`src/rtl/gap_segment_derivative_filter_defines.svh`:
```
// Assertion macros shared by the gap-segment derivative filter RTL.
// No dependencies; included by the modules that carry assertions.
`ifndef GAP_SEGMENT_DERIVATIVE_FILTER_DEFINES_SVH
`define GAP_SEGMENT_DERIVATIVE_FILTER_DEFINES_SVH
`ifndef ASSERT_OFF
`define GSD_ASSERT_IMP(label, clk, rst_n, ante, cons) \
  label: assert property (@(posedge clk) disable iff (!rst_n) (ante) |-> (cons)) \
    else $error("gsd assertion failed");
`define GSD_ASSERT_NXT(label, clk, rst_n, ante, cons) \
  label: assert property (@(posedge clk) disable iff (!rst_n) (ante) |=> (cons)) \
    else $error("gsd assertion failed");
`else
`define GSD_ASSERT_IMP(label, clk, rst_n, ante, cons)
`define GSD_ASSERT_NXT(label, clk, rst_n, ante, cons)
`endif
`endif

```
`src/rtl/gsd_pkg.sv`:
```
// Package for the gap-segment derivative filter: types, register indexes, defaults.
// No dependencies; used by gsd_cell, gsd_scale and the top level.
package gsd_pkg;

  localparam int unsigned DefMaxSegment   = 15;
  localparam int unsigned DefMaxGap       = 8;
  localparam int unsigned DefMaxRow       = 4096;
  localparam int unsigned DefSampleBits   = 24;
  localparam int unsigned DefScaleFracBits = 16;

  localparam logic [3:0]  RstSegment = 4'd1;
  localparam logic [3:0]  RstGap     = 4'd1;
  localparam logic [1:0]  RstOrder   = 2'd1;
  localparam logic [31:0] RstScale   = 32'd65536;

  typedef enum logic [1:0] {
    REG_SEGMENT = 2'd0,
    REG_GAP     = 2'd1,
    REG_ORDER   = 2'd2,
    REG_SCALE   = 2'd3
  } reg_idx_e;

  typedef enum logic {
    CELL_SMOOTH = 1'b0,
    CELL_DIFF   = 1'b1
  } cell_mode_e;

  // Flags that travel with each value along the chain.
  typedef struct packed {
    logic vld;
    logic first;
    logic last;
  } tok_t;

endpackage

```
`src/rtl/gsd_cell.sv`:
```
// One cell of the filter chain: a moving-sum or a gap-difference stage with edge replication.
// Depends on gsd_pkg and the assertion macros in gap_segment_derivative_filter_defines.svh.
`include "gap_segment_derivative_filter_defines.svh"

module gsd_cell #(
  parameter int unsigned IN_W    = 24,
  parameter int unsigned OUT_W   = 28,
  parameter int unsigned MAX_DLY = 8
) (
  input  logic                       clk_i,
  input  logic                       rst_ni,
  input  logic                       en_i,
  input  gsd_pkg::cell_mode_e        mode_i,
  input  logic [$clog2(MAX_DLY+1)-1:0] dly_i,
  input  gsd_pkg::tok_t              in_tok_i,
  input  logic signed [IN_W-1:0]     in_val_i,
  output gsd_pkg::tok_t              out_tok_o,
  output logic signed [OUT_W-1:0]    out_val_o
);

  localparam int unsigned TAPS  = 2 * MAX_DLY + 1;
  localparam int unsigned TAP_W = $clog2(TAPS);
  localparam int unsigned DLY_W = $clog2(MAX_DLY + 1);
  localparam int unsigned PC_W  = $clog2(MAX_DLY + 2);

  logic signed [IN_W-1:0]  win_q [TAPS];
  logic signed [IN_W-1:0]  win_d [TAPS];
  logic signed [OUT_W-1:0] sum_q, sum_d;
  logic signed [OUT_W-1:0] val_q, val_d;
  logic [PC_W-1:0]         pc_q, pc_d;
  logic [DLY_W-1:0]        flush_q, flush_d;
  gsd_pkg::tok_t           tok_q, tok_d;

  logic                    push, first;
  logic signed [IN_W-1:0]  x, far;
  logic signed [OUT_W-1:0] xw, kw;
  logic [TAP_W-1:0]        tap;
  logic [PC_W-1:0]         dly_pc;

  always_comb begin
    push  = in_tok_i.vld || (flush_q != '0);
    // With no new value, the cell replays the newest one to replicate the right edge.
    x     = in_tok_i.vld ? in_val_i : win_q[0];
    first = in_tok_i.vld && in_tok_i.first;
    win_d[0] = x;
    for (int k = 1; k < TAPS; k++) begin
      win_d[k] = first ? x : win_q[k-1];
    end
    tap  = TAP_W'({dly_i, 1'b0});
    far  = win_d[tap];
    xw   = OUT_W'(x);
    kw   = $signed(OUT_W'({dly_i, 1'b1}));
    // The first value of a row fills the whole window, which replicates the left edge.
    sum_d = first ? OUT_W'(xw * kw) : OUT_W'(sum_q + xw - OUT_W'(win_q[tap]));
    val_d = (mode_i == gsd_pkg::CELL_SMOOTH) ? sum_d : OUT_W'(OUT_W'(win_d[0]) - OUT_W'(far));

    dly_pc = PC_W'(dly_i) + PC_W'(1);
    pc_d   = pc_q;
    if (first) begin
      pc_d = PC_W'(1);
    end else if (push && (pc_q != dly_pc)) begin
      pc_d = pc_q + PC_W'(1);
    end

    flush_d = flush_q;
    if (in_tok_i.vld && in_tok_i.last) begin
      flush_d = dly_i;
    end else if (!in_tok_i.vld && (flush_q != '0)) begin
      flush_d = flush_q - DLY_W'(1);
    end

    tok_d.vld   = push && (pc_d == dly_pc);
    tok_d.first = tok_d.vld && (first || (pc_q == PC_W'(dly_i)));
    tok_d.last  = (in_tok_i.vld && in_tok_i.last && (dly_i == '0)) ||
                  (!in_tok_i.vld && (flush_q == DLY_W'(1)));
  end

  always_ff @(posedge clk_i or negedge rst_ni) begin
    if (!rst_ni) begin
      pc_q    <= '0;
      flush_q <= '0;
      tok_q   <= '0;
    end else if (en_i) begin
      pc_q    <= pc_d;
      flush_q <= flush_d;
      tok_q   <= tok_d;
    end
  end

  always_ff @(posedge clk_i) begin
    if (en_i && push) begin
      win_q <= win_d;
      sum_q <= sum_d;
      val_q <= val_d;
    end
  end

  assign out_tok_o = tok_q;
  assign out_val_o = val_q;

  `GSD_ASSERT_IMP(a_last_is_valid, clk_i, rst_ni, tok_q.last, tok_q.vld)
  `GSD_ASSERT_IMP(a_no_input_in_flush, clk_i, rst_ni, flush_q != '0, !in_tok_i.vld)
  `GSD_ASSERT_NXT(a_first_has_lag, clk_i, rst_ni,
                  en_i && first && (dly_i != '0), !tok_q.vld)

endmodule

```
`config.mk`:
```
export PLATFORM = sky130hd
export DESIGN_NAME = gsd_cell
export DESIGN_NICKNAME = d
export VERILOG_FILES = /design/src/rtl/gsd_pkg.sv /design/src/rtl/gsd_cell.sv
export VERILOG_INCLUDE_DIRS = /design/src /design/src/rtl
export SDC_FILE = /design/constraint.sdc
export NUM_CORES = 1
export LEC_CHECK = 0
export BUFFER_PORTS_ARGS = -buffer_cell sky130_fd_sc_hd__buf_2
export CORE_UTILIZATION = 61
export CTS_BUF_LIST = sky130_fd_sc_hd__clkbuf_4 sky130_fd_sc_hd__clkbuf_8
export CTS_CLUSTER_SIZE = 24
export DETAILED_ROUTE_END_ITERATION = 10
export PLACE_DENSITY = 0.85
export SLEW_MARGIN = 10
export SYNTH_ARGS = -nofsm -noshare
export SYNTH_HDL_FRONTEND = slang
export SYNTH_SLANG_ARGS = --single-unit
export TNS_END_PERCENT = 5
```
`constraint.sdc`:
```
create_clock -name clk_i -period 20.3 [get_ports clk_i]
set_input_delay 4.06 -clock clk_i [delete_from_list [all_inputs] [get_ports clk_i]]
set_output_delay 4.06 -clock clk_i [all_outputs]
set_load 0.01 [all_outputs]
```
==> out/qor.yml <==
status: "finished, final reports clean"
synth_commonest_cells: "edfxtp_1 (464), a21o_1 (427), inv_1 (231)"
netlist_area_sq_um: 29300
clk_latency_ps: 670
dr.pass1.iters: 5
grt_pass1_vias: 19800
hp-class: "flip-flop to flip-flop"
htreeDepth: 3
post_cts_buffers: 0
synth-seq-cells: 475
tightest_slew_ps: 1090
cp.arrival_ps: 10070
dpl.hpwl_mm: 46.0
synth_edf_count: 464
drv_cap: 0
grt_max_degree: 215
drive_gt1_share_pct: 14.5
initialDrtViolationCount: 2347
numCtsBuffers: 77
hold_violations: 0
seqCellArea_sq_um: 14200
fillers: 3223
hold_depth: 2
finalClockSkew_ps: 29.9
syn-num-nets: 2642
startpoint_type: "input pin"
post-place-ws_ps: 10090
crit_path_frequent_cell: "inv_1"
yosys_warnings: 0
port_buffers: 65
end_kind: "flip-flop"
async_reset_ff_share_pct: 2.32
holdCritStartpoint: "out_tok_o[1]"
num_io_pins: 66
cts_root_buf: "clkbuf_8"
cts_tree: "done"
met1_usage_pct: 41.1
gr-usage-met2_pct: 44.3
slew_headroom_pct: 27.3
drt_wl_total_mm: 69.9
clock_sinks: 475
r2r-start: "win_q[389]"
vias_per_cell: 6.52
antenna_found_initial: 0
whs_endpoint: "out_tok_o[1]"
vdd.ir_drop.worst_mv: 0.0620
tns_ps: 0
synth_top_area_share_pct: 47.5
nets: 2643
fin_ws_ps: 10640
coreArea_sq_um: 47000
slowest_stage: "mux2i_1"
grt_use_total_pct: 28.7
busiest_layer: "met2"
syn_area_per_cell_sq_um: 12.2
ys.flop_type: "edfxtp_1"
cp_cell_sequence: "buf_2 -> buf_4 -> buf_4 -> mux2i_1 -> inv_1 -> nand2_1 -> fa_1 -> inv_1 -> fa_1 -> inv_1 -> fa_1 -> inv_1 -> ha_1 -> and3_1 -> and2_1 -> a221o_1 -> a41oi_2 -> a32oi_1 -> a31oi_1 -> xor2_1 -> mux2i_1 -> a21bo_1"
multi_input_area_sq_um: 13600
clkTransAtPathRegs_ps: 60
die_area_sq_um: 49000
slew_viol_final: 0
globalRouteMet3Util_pct: 5.13
reg2regPathDepth: 19
clockBufferDepth: 3
setup_viol: 0
die_x_um: 221
max_freq_mhz: 104
rrSetupSlack_ps: 14510
r2r-end: "out_val_o[25]"
drc: 0
synth_area_leaders: "edfxtp_1 (47%), a21o_1 (11%), mux4_2 (7.4%)"
period_needed_ps: 9660
gp_congestion: 0.966
cts_resized: 0
synth_area_leader_cell: "edfxtp_1"
worstPathRequired_ps: 20710
synthCells: 2400
postCtsHoldBufs: 0
die_h_um: 221
rows: 79
synth_seq_area_share_pct: 48.4
yosysMostFrequentCell: "edfxtp_1"
total_power_mw: 3.83
worstPathMaxFanout: 37
wire_per_inst_um: 22.8
area_growth_pct: 7.37
rsz0062_at_grt: "no"
p_leak_nw: 14.5
grt_pass1_wl_mm: 110
power_density_nw_per_um2: 122
vias: 20000
period_share_pct: 47.6
max_stage_delay_ps: 700
grt_overflow: 0
ys_types: 82
path_class: "input pin to flip-flop"
antenna_left: 0
start_util_pct: 62.5
per-stage QoR:
stage	hold slack, ps	instances	cell area [sq um]	util [%]
after global placement	481	2929	30000	63.9
final	510	3062	31500	67.1
after CTS	518	3061	31500	67.1
after floorplan	510	2400	29300	-
after global routing	541	3061	31500	67.1
after detailed placement	502	2929	30000	63.9
where the power goes:
group / switching, mW / internal (mW)
Combinational: 0.943 / 0.676
Clock: 0.393 / 0.451
Sequential: 0.0655 / 1.30
Total: 1.40 / 2.43
logic make-up (layout without fill, tap and decap cells):
family | count (synthesis) | after routing | synth area share (%)
flip-flops | 475 | 475 | 48.4
AO/OA/AOI/OAI | 724 | 724 | 17.8
XOR/XNOR | 78 | 78 | 2.33
multiplexers | 136 | 136 | 8.81
buffers and inverters | 400 | 454 | 5.28
other | 0 | 1 | 0
AND/OR/NAND/NOR | 380 | 380 | 6.06
adder cells (fa/ha/maj) | 207 | 207 | 11.3
cells in the final DEF (no fill, tap or decap), types with 11 or more instances in the layout:
master and n:
mux2i_1 22, a211oi_1 28, nand2_1 134, dfrtp_1 11, and3_1 54, o21ai_0 67, inv_1 229, fa_1 98
ha_1 109, xor2_1 25, nand3_1 18, o21a_1 18, buf_2 63, xnor2_1 53, clkbuf_8 79, nor2_1 97
mux4_2 96, clkinv_1 15, edfxtp_1 464, nor2b_1 22, mux2_2 18, clkbuf_4 20, a31oi_1 16, or2_2 13
a22oi_1 25, a21o_1 427, buf_4 25, a21oi_1 59
worst max path at each step:
| stage | slack (ps) | to | from |
|---|---|---|---|
| 4_1_cts | 10740 | out_val_o[24] | in_tok_i[2] |
| 3_5_place_dp | 10090 | out_val_o[26] | in_tok_i[2] |
| 5_1_grt | 10240 | out_val_o[24] | in_tok_i[2] |
| 3_3_place_gp | 10210 | out_val_o[26] | in_tok_i[2] |
| 6_report | 10640 | out_val_o[26] | in_tok_i[2] |
| 2_1_floorplan | 380 | out_tok_o[1] | in_tok_i[2] |
worst max-delay path: cells and delay by family:
kind	cells	cell delay, ps
xor+xnor	1	170
fa+ha+maj	4	1490
buf+inv	7	1460
compound gates	5	1410
mux	2	800
simple gates	3	630
registers in the layout, summed over array words and instances, names as in the netlist:
register and cells:
win_q 408, out_val_o 28, sum_q 28, flush_q 4
pc_q 4, out_tok_o 3
routing by layer:
| layer | vias up | part of all wire (%) | wire length, um |
|---|---|---|---|
| met5 | - | 0 | 0 |
| met3 | 147 | 9.4 | 6550 |
| li1 | 8768 | - | - |
| met1 | 9975 | 41 | 28800 |
| met4 | 0 | 2.6 | 1850 |
| met2 | 1083 | 47 | 32700 |
final cells by class:
type                       instances  area share [%]
timing repair buffer              90            1.70
clock buffer                      99            3.93
multi-input combinational       1525            43.2
inverter                         232            2.76
sequential                       475            45.1
clock inverter                    33           0.882
antenna                            1         0.00795
tap                              607            2.41
(Power assumes the default switching activity.)
