### src/rtl/gap_segment_derivative_filter_defines.svh
// Assertion macros shared by the gap-segment derivative filter RTL.
// No dependencies; included by the modules that carry assertions.
`ifndef GAP_SEGMENT_DERIVATIVE_FILTER_DEFINES_SVH
`define GAP_SEGMENT_DERIVATIVE_FILTER_DEFINES_SVH
`ifndef ASSERT_OFF
`define GSD_ASSERT_IMP(label, clk, rst_n, ante, cons) \
  label: assert property (@(posedge clk) disable iff (!rst_n) (ante) |-> (cons)) \
    else $error("gsd assertion failed");
`define GSD_ASSERT_NXT(label, clk, rst_n, ante, cons) \
  label: assert property (@(posedge clk) disable iff (!rst_n) (ante) |=> (cons)) \
    else $error("gsd assertion failed");
`else
`define GSD_ASSERT_IMP(label, clk, rst_n, ante, cons)
`define GSD_ASSERT_NXT(label, clk, rst_n, ante, cons)
`endif
`endif

### src/rtl/gsd_pkg.sv
// Package for the gap-segment derivative filter: types, register indexes, defaults.
// No dependencies; used by gsd_cell, gsd_scale and the top level.
package gsd_pkg;

  localparam int unsigned DefMaxSegment   = 15;
  localparam int unsigned DefMaxGap       = 8;
  localparam int unsigned DefMaxRow       = 4096;
  localparam int unsigned DefSampleBits   = 24;
  localparam int unsigned DefScaleFracBits = 16;

  localparam logic [3:0]  RstSegment = 4'd1;
  localparam logic [3:0]  RstGap     = 4'd1;
  localparam logic [1:0]  RstOrder   = 2'd1;
  localparam logic [31:0] RstScale   = 32'd65536;

  typedef enum logic [1:0] {
    REG_SEGMENT = 2'd0,
    REG_GAP     = 2'd1,
    REG_ORDER   = 2'd2,
    REG_SCALE   = 2'd3
  } reg_idx_e;

  typedef enum logic {
    CELL_SMOOTH = 1'b0,
    CELL_DIFF   = 1'b1
  } cell_mode_e;

  // Flags that travel with each value along the chain.
  typedef struct packed {
    logic vld;
    logic first;
    logic last;
  } tok_t;

endpackage

### src/rtl/gsd_scale.sv
// Output scaling: product of the difference and the Q-format factor, rounded and saturated.
// Depends on gsd_pkg; three registered stages, the last one drives the output stream.
module gsd_scale #(
  parameter int unsigned DW   = 34,
  parameter int unsigned FRAC = 16
) (
  input  logic                 clk_i,
  input  logic                 rst_ni,
  input  logic                 en_i,
  input  gsd_pkg::tok_t        in_tok_i,
  input  logic signed [DW-1:0] d_i,
  input  logic [31:0]          scale_i,
  output gsd_pkg::tok_t        out_tok_o,
  output logic [31:0]          out_val_o
);

  localparam int unsigned MD_W = (DW > 32) ? DW : 33;
  localparam int unsigned HW   = MD_W - 32;
  localparam int unsigned AW   = HW + 32;
  localparam int unsigned QW   = HW + 65;
  localparam logic [64:0] Round = 65'(1) << (FRAC - 1);

  gsd_pkg::tok_t      tok_a_q, tok_b_q, tok_c_q;
  logic               neg_a_q, neg_b_q;
  logic [MD_W-1:0]    md_a_q, md_a_d;
  logic [31:0]        ms_a_q, ms_a_d;
  logic [AW-1:0]      a_b_q, a_b_d;
  logic [64:0]        b_b_q, b_b_d;
  logic [31:0]        res_q, res_d;

  logic signed [MD_W:0] dx, mag;
  logic signed [32:0]   sx, smag;
  logic [QW-1:0]        q, lim;

  always_comb begin
    dx     = (MD_W+1)'(d_i);
    mag    = dx[MD_W] ? -dx : dx;
    md_a_d = mag[MD_W-1:0];
    sx     = $signed({scale_i[31], scale_i});
    smag   = sx[32] ? -sx : sx;
    ms_a_d = smag[31:0];

    a_b_d = AW'(AW'(md_a_q[MD_W-1:32]) * AW'(ms_a_q));
    b_b_d = 65'(65'(md_a_q[31:0]) * 65'(ms_a_q)) + Round;

    q   = (QW'(a_b_q) << (32 - FRAC)) + QW'(b_b_q >> FRAC);
    lim = neg_b_q ? QW'(33'h080000000) : QW'(32'h7FFFFFFF);
    if ((a_b_q > AW'(32'h7FFFFFFF)) || (q > lim)) begin
      q = lim;
    end
    res_d = neg_b_q ? (32'd0 - q[31:0]) : q[31:0];
  end

  always_ff @(posedge clk_i or negedge rst_ni) begin
    if (!rst_ni) begin
      tok_a_q <= '0;
      tok_b_q <= '0;
      tok_c_q <= '0;
    end else if (en_i) begin
      tok_a_q <= in_tok_i;
      tok_b_q <= tok_a_q;
      tok_c_q <= tok_b_q;
    end
  end

  always_ff @(posedge clk_i) begin
    if (en_i) begin
      neg_a_q <= d_i[DW-1] ^ scale_i[31];
      md_a_q  <= md_a_d;
      ms_a_q  <= ms_a_d;
      neg_b_q <= neg_a_q;
      a_b_q   <= a_b_d;
      b_b_q   <= b_b_d;
      res_q   <= res_d;
    end
  end

  assign out_tok_o = tok_c_q;
  assign out_val_o = res_q;

endmodule

### config.mk
export PLATFORM = sky130hd
export DESIGN_NAME = gsd_scale
export DESIGN_NICKNAME = d
export VERILOG_FILES = /design/src/rtl/gap_segment_derivative_filter_defines.svh /design/src/rtl/gsd_pkg.sv /design/src/rtl/gsd_scale.sv
export SDC_FILE = /design/constraint.sdc
export NUM_CORES = 2
export LEC_CHECK = 0
export BUFFER_PORTS_ARGS = -buffer_cell sky130_fd_sc_hd__buf_2
export CORE_ASPECT_RATIO = 0.5
export CORE_MARGIN = 2
export CORE_UTILIZATION = 65
export CTS_CLUSTER_SIZE = 8
export DETAILED_ROUTE_END_ITERATION = 12
export GPL_ROUTABILITY_DRIVEN = 0
export PLACE_DENSITY = 0.82
export SLEW_MARGIN = 10
export SYNTH_ARGS = -nofsm -noshare
export SYNTH_HDL_FRONTEND = slang
export SYNTH_SLANG_ARGS = --single-unit
### constraint.sdc
create_clock -name clk_i -period 9.26 [get_ports clk_i]
set_clock_uncertainty 0.05 [all_clocks]
set_input_delay 0.926 -clock clk_i [delete_from_list [all_inputs] [get_ports clk_i]]
set_output_delay 0.926 -clock clk_i [all_outputs]
set_load 0.05 [all_outputs]
==> insert_results.sql <==
INSERT INTO impl_metrics (metric_group, metric, value, unit) VALUES
('timing', 'number_of_pins_with_negative_max_slew_slack_in_the_final_report', '0', ''),
('logic_synthesis', 'post_synthesis_cells', '4772', ''),
('worst_setup_path', 'r2r_cells', '26', ''),
('timing', 'finalCriticalPeriod', '8.98', 'ns'),
('timing', 'final.period_utilization', '0.970', ''),
('logic_synthesis', 'synthesis.yosys.warnings', '0', ''),
('clock_network', 'cts_inserted_buffers', '17', ''),
('routing', 'via_per_inst', '6.03', ''),
('timing', 'relSlewSlack', '0.302', ''),
('timing', 'finalHoldViolations', '0', ''),
('cells_and_area', 'final_net_count', '6156', ''),
('worst_setup_path', 'kind_of_start_point_of_the_critical_path', 'flip-flop', ''),
('placement', 'dpl.hpwl', '100000', 'um'),
('logic_synthesis', 'number_of_library_cell_types_mapped_by_synthesis', '84', ''),
('worst_setup_path', 'timing.critical_path.slowest_cell_delay', '0.58', 'ns'),
('floorplanning', 'placementRows', '68', ''),
('clock_network', 'cts.reportedPaths.clkPinSlew', '0.10', 'ns'),
('cells_and_area', 'fillCellCount', '4955', ''),
('hold_path', 'hp-class', 'input pin to async pin', ''),
('worst_setup_path', 'crit_end_category', 'flip-flop', ''),
('routing', 'total_number_of_vias', '34700', ''),
('logic_synthesis', 'post_synth_main_area_contributors', 'fa_1 (40%), edfxtp_1 (12%), ha_1 (11%), and2_1 (9.8%), inv_1 (7.6%)', ''),
('cells_and_area', 'areaGrowthSynthToFinish', '5.51', '%'),
('logic_synthesis', 'synth_largest_type_area_fraction', '0.396', ''),
('logic_synthesis', 'number_of_synthesized_register_bits', '192', ''),
('logic_synthesis', 'netlist_area', '45500', 'um^2'),
('clock_network', 'cts.sinks', '192', ''),
('clock_network', 'maximum_buffer_depth_of_the_clock_tree', '2', ''),
('placement', 'io_buffers', '106', ''),
('routing', 'dr.pass1.iters', '6', ''),
('routing', 'drc_errors', '0', ''),
('floorplanning', 'die_height', '191', 'um'),
('logic_synthesis', 'synth_area_leader_cell', 'fa_1', ''),
('logic_synthesis', 'yosys.cell_count.top_type', 'inv_1', ''),
('grt', 'globalRouteOverflowTotal', '0', ''),
('clock_network', 'ctsRootBufferMaster', 'clkbuf_16', ''),
('cells_and_area', 'layout-drive-gt1-share', '0.0641', ''),
('job', 'max_cap_viol_count', '0', ''),
('logic_synthesis', 'synth_edf_count', '183', ''),
('grt', 'grt_util_overall', '0.360', ''),
('worst_setup_path', 'timing_worst_setup_path_type', 'flip-flop to flip-flop', ''),
('logic_synthesis', 'synthTopCellsByCount', 'inv_1 (920), fa_1 (900), and2_1 (716)', ''),
('grt', 'first_global_vias', '36800', ''),
('timing', 'unrepaired_setup_endpoints_after_global_routing', 'no', ''),
('clock_network', 'cts_tree', 'yes', ''),
('worst_setup_path', 'path_delay_family', 'adder cells', ''),
('floorplanning', 'fp.coreArea', '69100', 'um^2'),
('timing', 'fin_tns_setup', '0', 'ns'),
('timing', 'report.final.setup_viol', '0', ''),
('worst_setup_path', 'worstPathArrival', '9.15', 'ns'),
('status', 'run_status', 'completed', ''),
('routing', 'drtIter0Drc', '3668', ''),
('grt', 'antenna_found_initial', '8', ''),
('worst_setup_path', 'crit_path_top_delay_cell', 'edfxtp_1', ''),
('logic_synthesis', 'mapped_nets', '6132', ''),
('floorplanning', 'boundaryPins', '107', ''),
('grt', 'grt_first_pass_wirelength', '197000', 'um'),
('logic_synthesis', 'ys_async_sr_fraction', '0.0469', ''),
('routing', 'detail-route-antenna-nets', '0', ''),
('floorplanning', 'initial_standard_cell_utilization_of_the_core', '0.659', ''),
('timing', 'worst_slew_pin_slew', '1.05', 'ns'),
('grt', 'grt_max_degree', '77', ''),
('timing', 'clock.fmax', '111', 'MHz'),
('worst_setup_path', 'critPathMostFrequentCell', 'fa_1', ''),
('routing', 'routed_wirelength', '124000', 'um'),
('worst_setup_path', 'worst-endpoint-required', '9.43', 'ns'),
('worst_setup_path', 'cp_num_cells', '26', ''),
('logic_synthesis', 'synth_sequential_area_ratio', '0.126', ''),
('clock_network', 'cts.htree.levels', '4', ''),
('clock_network', 'worst_skew_pair.late_latency', '0.54', 'ns'),
('logic_synthesis', 'postSynthAreaPerCell', '9.53', 'um^2'),
('worst_setup_path', 'path_max_fanout', '18', ''),
('floorplanning', 'design.die.area', '72300', 'um^2'),
('routing', 'route.detailed.wl_per_inst', '21.6', 'um'),
('worst_setup_path', 'critPathBufInv', '8', ''),
('logic_synthesis', 'dominantRegCellSynth', 'edfxtp_1', ''),
('floorplanning', 'die_w', '378', 'um');
[cell families after synthesis]
kind of cell | count (synthesis) | share of synthesized area
simple gates | 1552 | 0.182
fa+ha+maj | 1288 | 0.503
buf+inv | 1149 | 0.0958
compound gates | 421 | 0.0604
flops | 192 | 0.126
xor+xnor | 144 | 0.0277
mux | 26 | 0.00605
[path summary, 6_finish.rpt]
kind | slack (ns) | endpoint | startpoint
worst max-delay path | 0.28 | b_b_q[44] | ms_a_q[3]
worst min-delay path | 0.19 | tok_a_q[0] | rst_ni
worst max register to register | 0.28 | b_b_q[44] | ms_a_q[3]
worst min register to register | 0.37 | neg_b_q | neg_a_q
max in group asynchronous | 8.80 | tok_a_q[2] | rst_ni
min in group clk_i | 0.37 | neg_b_q | neg_a_q
[layout make-up]
| type | count | area [um^2] | area share |
|---|---|---|---|
| timing repair buffer | 232 | 1540 | 0.0320 |
| multi-input combinational | 3432 | 35500 | 0.739 |
| antenna | 4 | 10.0 | 0.000209 |
| sequential | 192 | 5720 | 0.119 |
| clock buffer | 17 | 425 | 0.00886 |
| inverter | 921 | 3460 | 0.0720 |
| tap | 945 | 1180 | 0.0246 |
| clock inverter | 14 | 200 | 0.00417 |
[registers in the layout (all words and copies together), names as in the netlist]
name	flops
a_b_q	34
tok_b_q	3
out_val_o	32
ms_a_q	32
md_a_q	34
neg_b_q	1
tok_a_q	3
b_b_q	49
out_tok_o	3
neg_a_q	1
[worst register-to-register path, delay by kind of cell (launching register included)]
| family | cells | cell delay (ns) |
|---|---|---|
| xor+xnor | 1 | 0.58 |
| simple gates | 3 | 0.60 |
| buf+inv | 8 | 0.89 |
| compound gates | 5 | 1.62 |
| flops | 1 | 0.58 |
| fa+ha+maj | 9 | 4.33 |
[through the flow]
step	setup WS, ns	utilization	cell area, um^2	instances	hold WS [ns]
after floorplan	1.30	-	45500	4772	0.350
after detailed placement	0.0751	0.683	47200	5710	0.355
after CTS	0.0611	0.693	47800	5741	0.170
final	0.281	0.695	48000	5757	0.194
after global placement	0.313	0.683	47200	5710	0.389
after global routing	0.0121	0.695	48000	5753	0.195
[cells in the final DEF (no fill, tap or decap), types with 25 or more instances in the layout]
cell type	n
buf_2	105
buf_4	122
nor2_1	123
nand3_1	42
xnor2_1	112
fa_1	900
and2_1	716
nor3_1	54
a21o_1	63
xor2_1	28
nand2_1	465
ha_1	387
edfxtp_1	183
o31ai_1	25
o21ai_0	83
a21oi_1	111
inv_1	920
[routing by layer]
layer | GRT usage | wire [um]
met1 | 0.474 | 47400
met2 | 0.540 | 54200
met3 | 0.128 | 16700
met4 | 0.161 | 5930
met5 | 0 | 268
[what timing repair did]
| item | 4_1_cts | 5_1_grt |
|---|---|---|
| setup buffers | 0 | 11 |
| endpoints found under the setup margin | 0 | 13 |
| resized for setup | 0 | 13 |
| hold buffers | 0 | 0 |
Power is not shown: default switching activity piles up to over one toggle a cycle in this logic, so the estimate is an artifact.
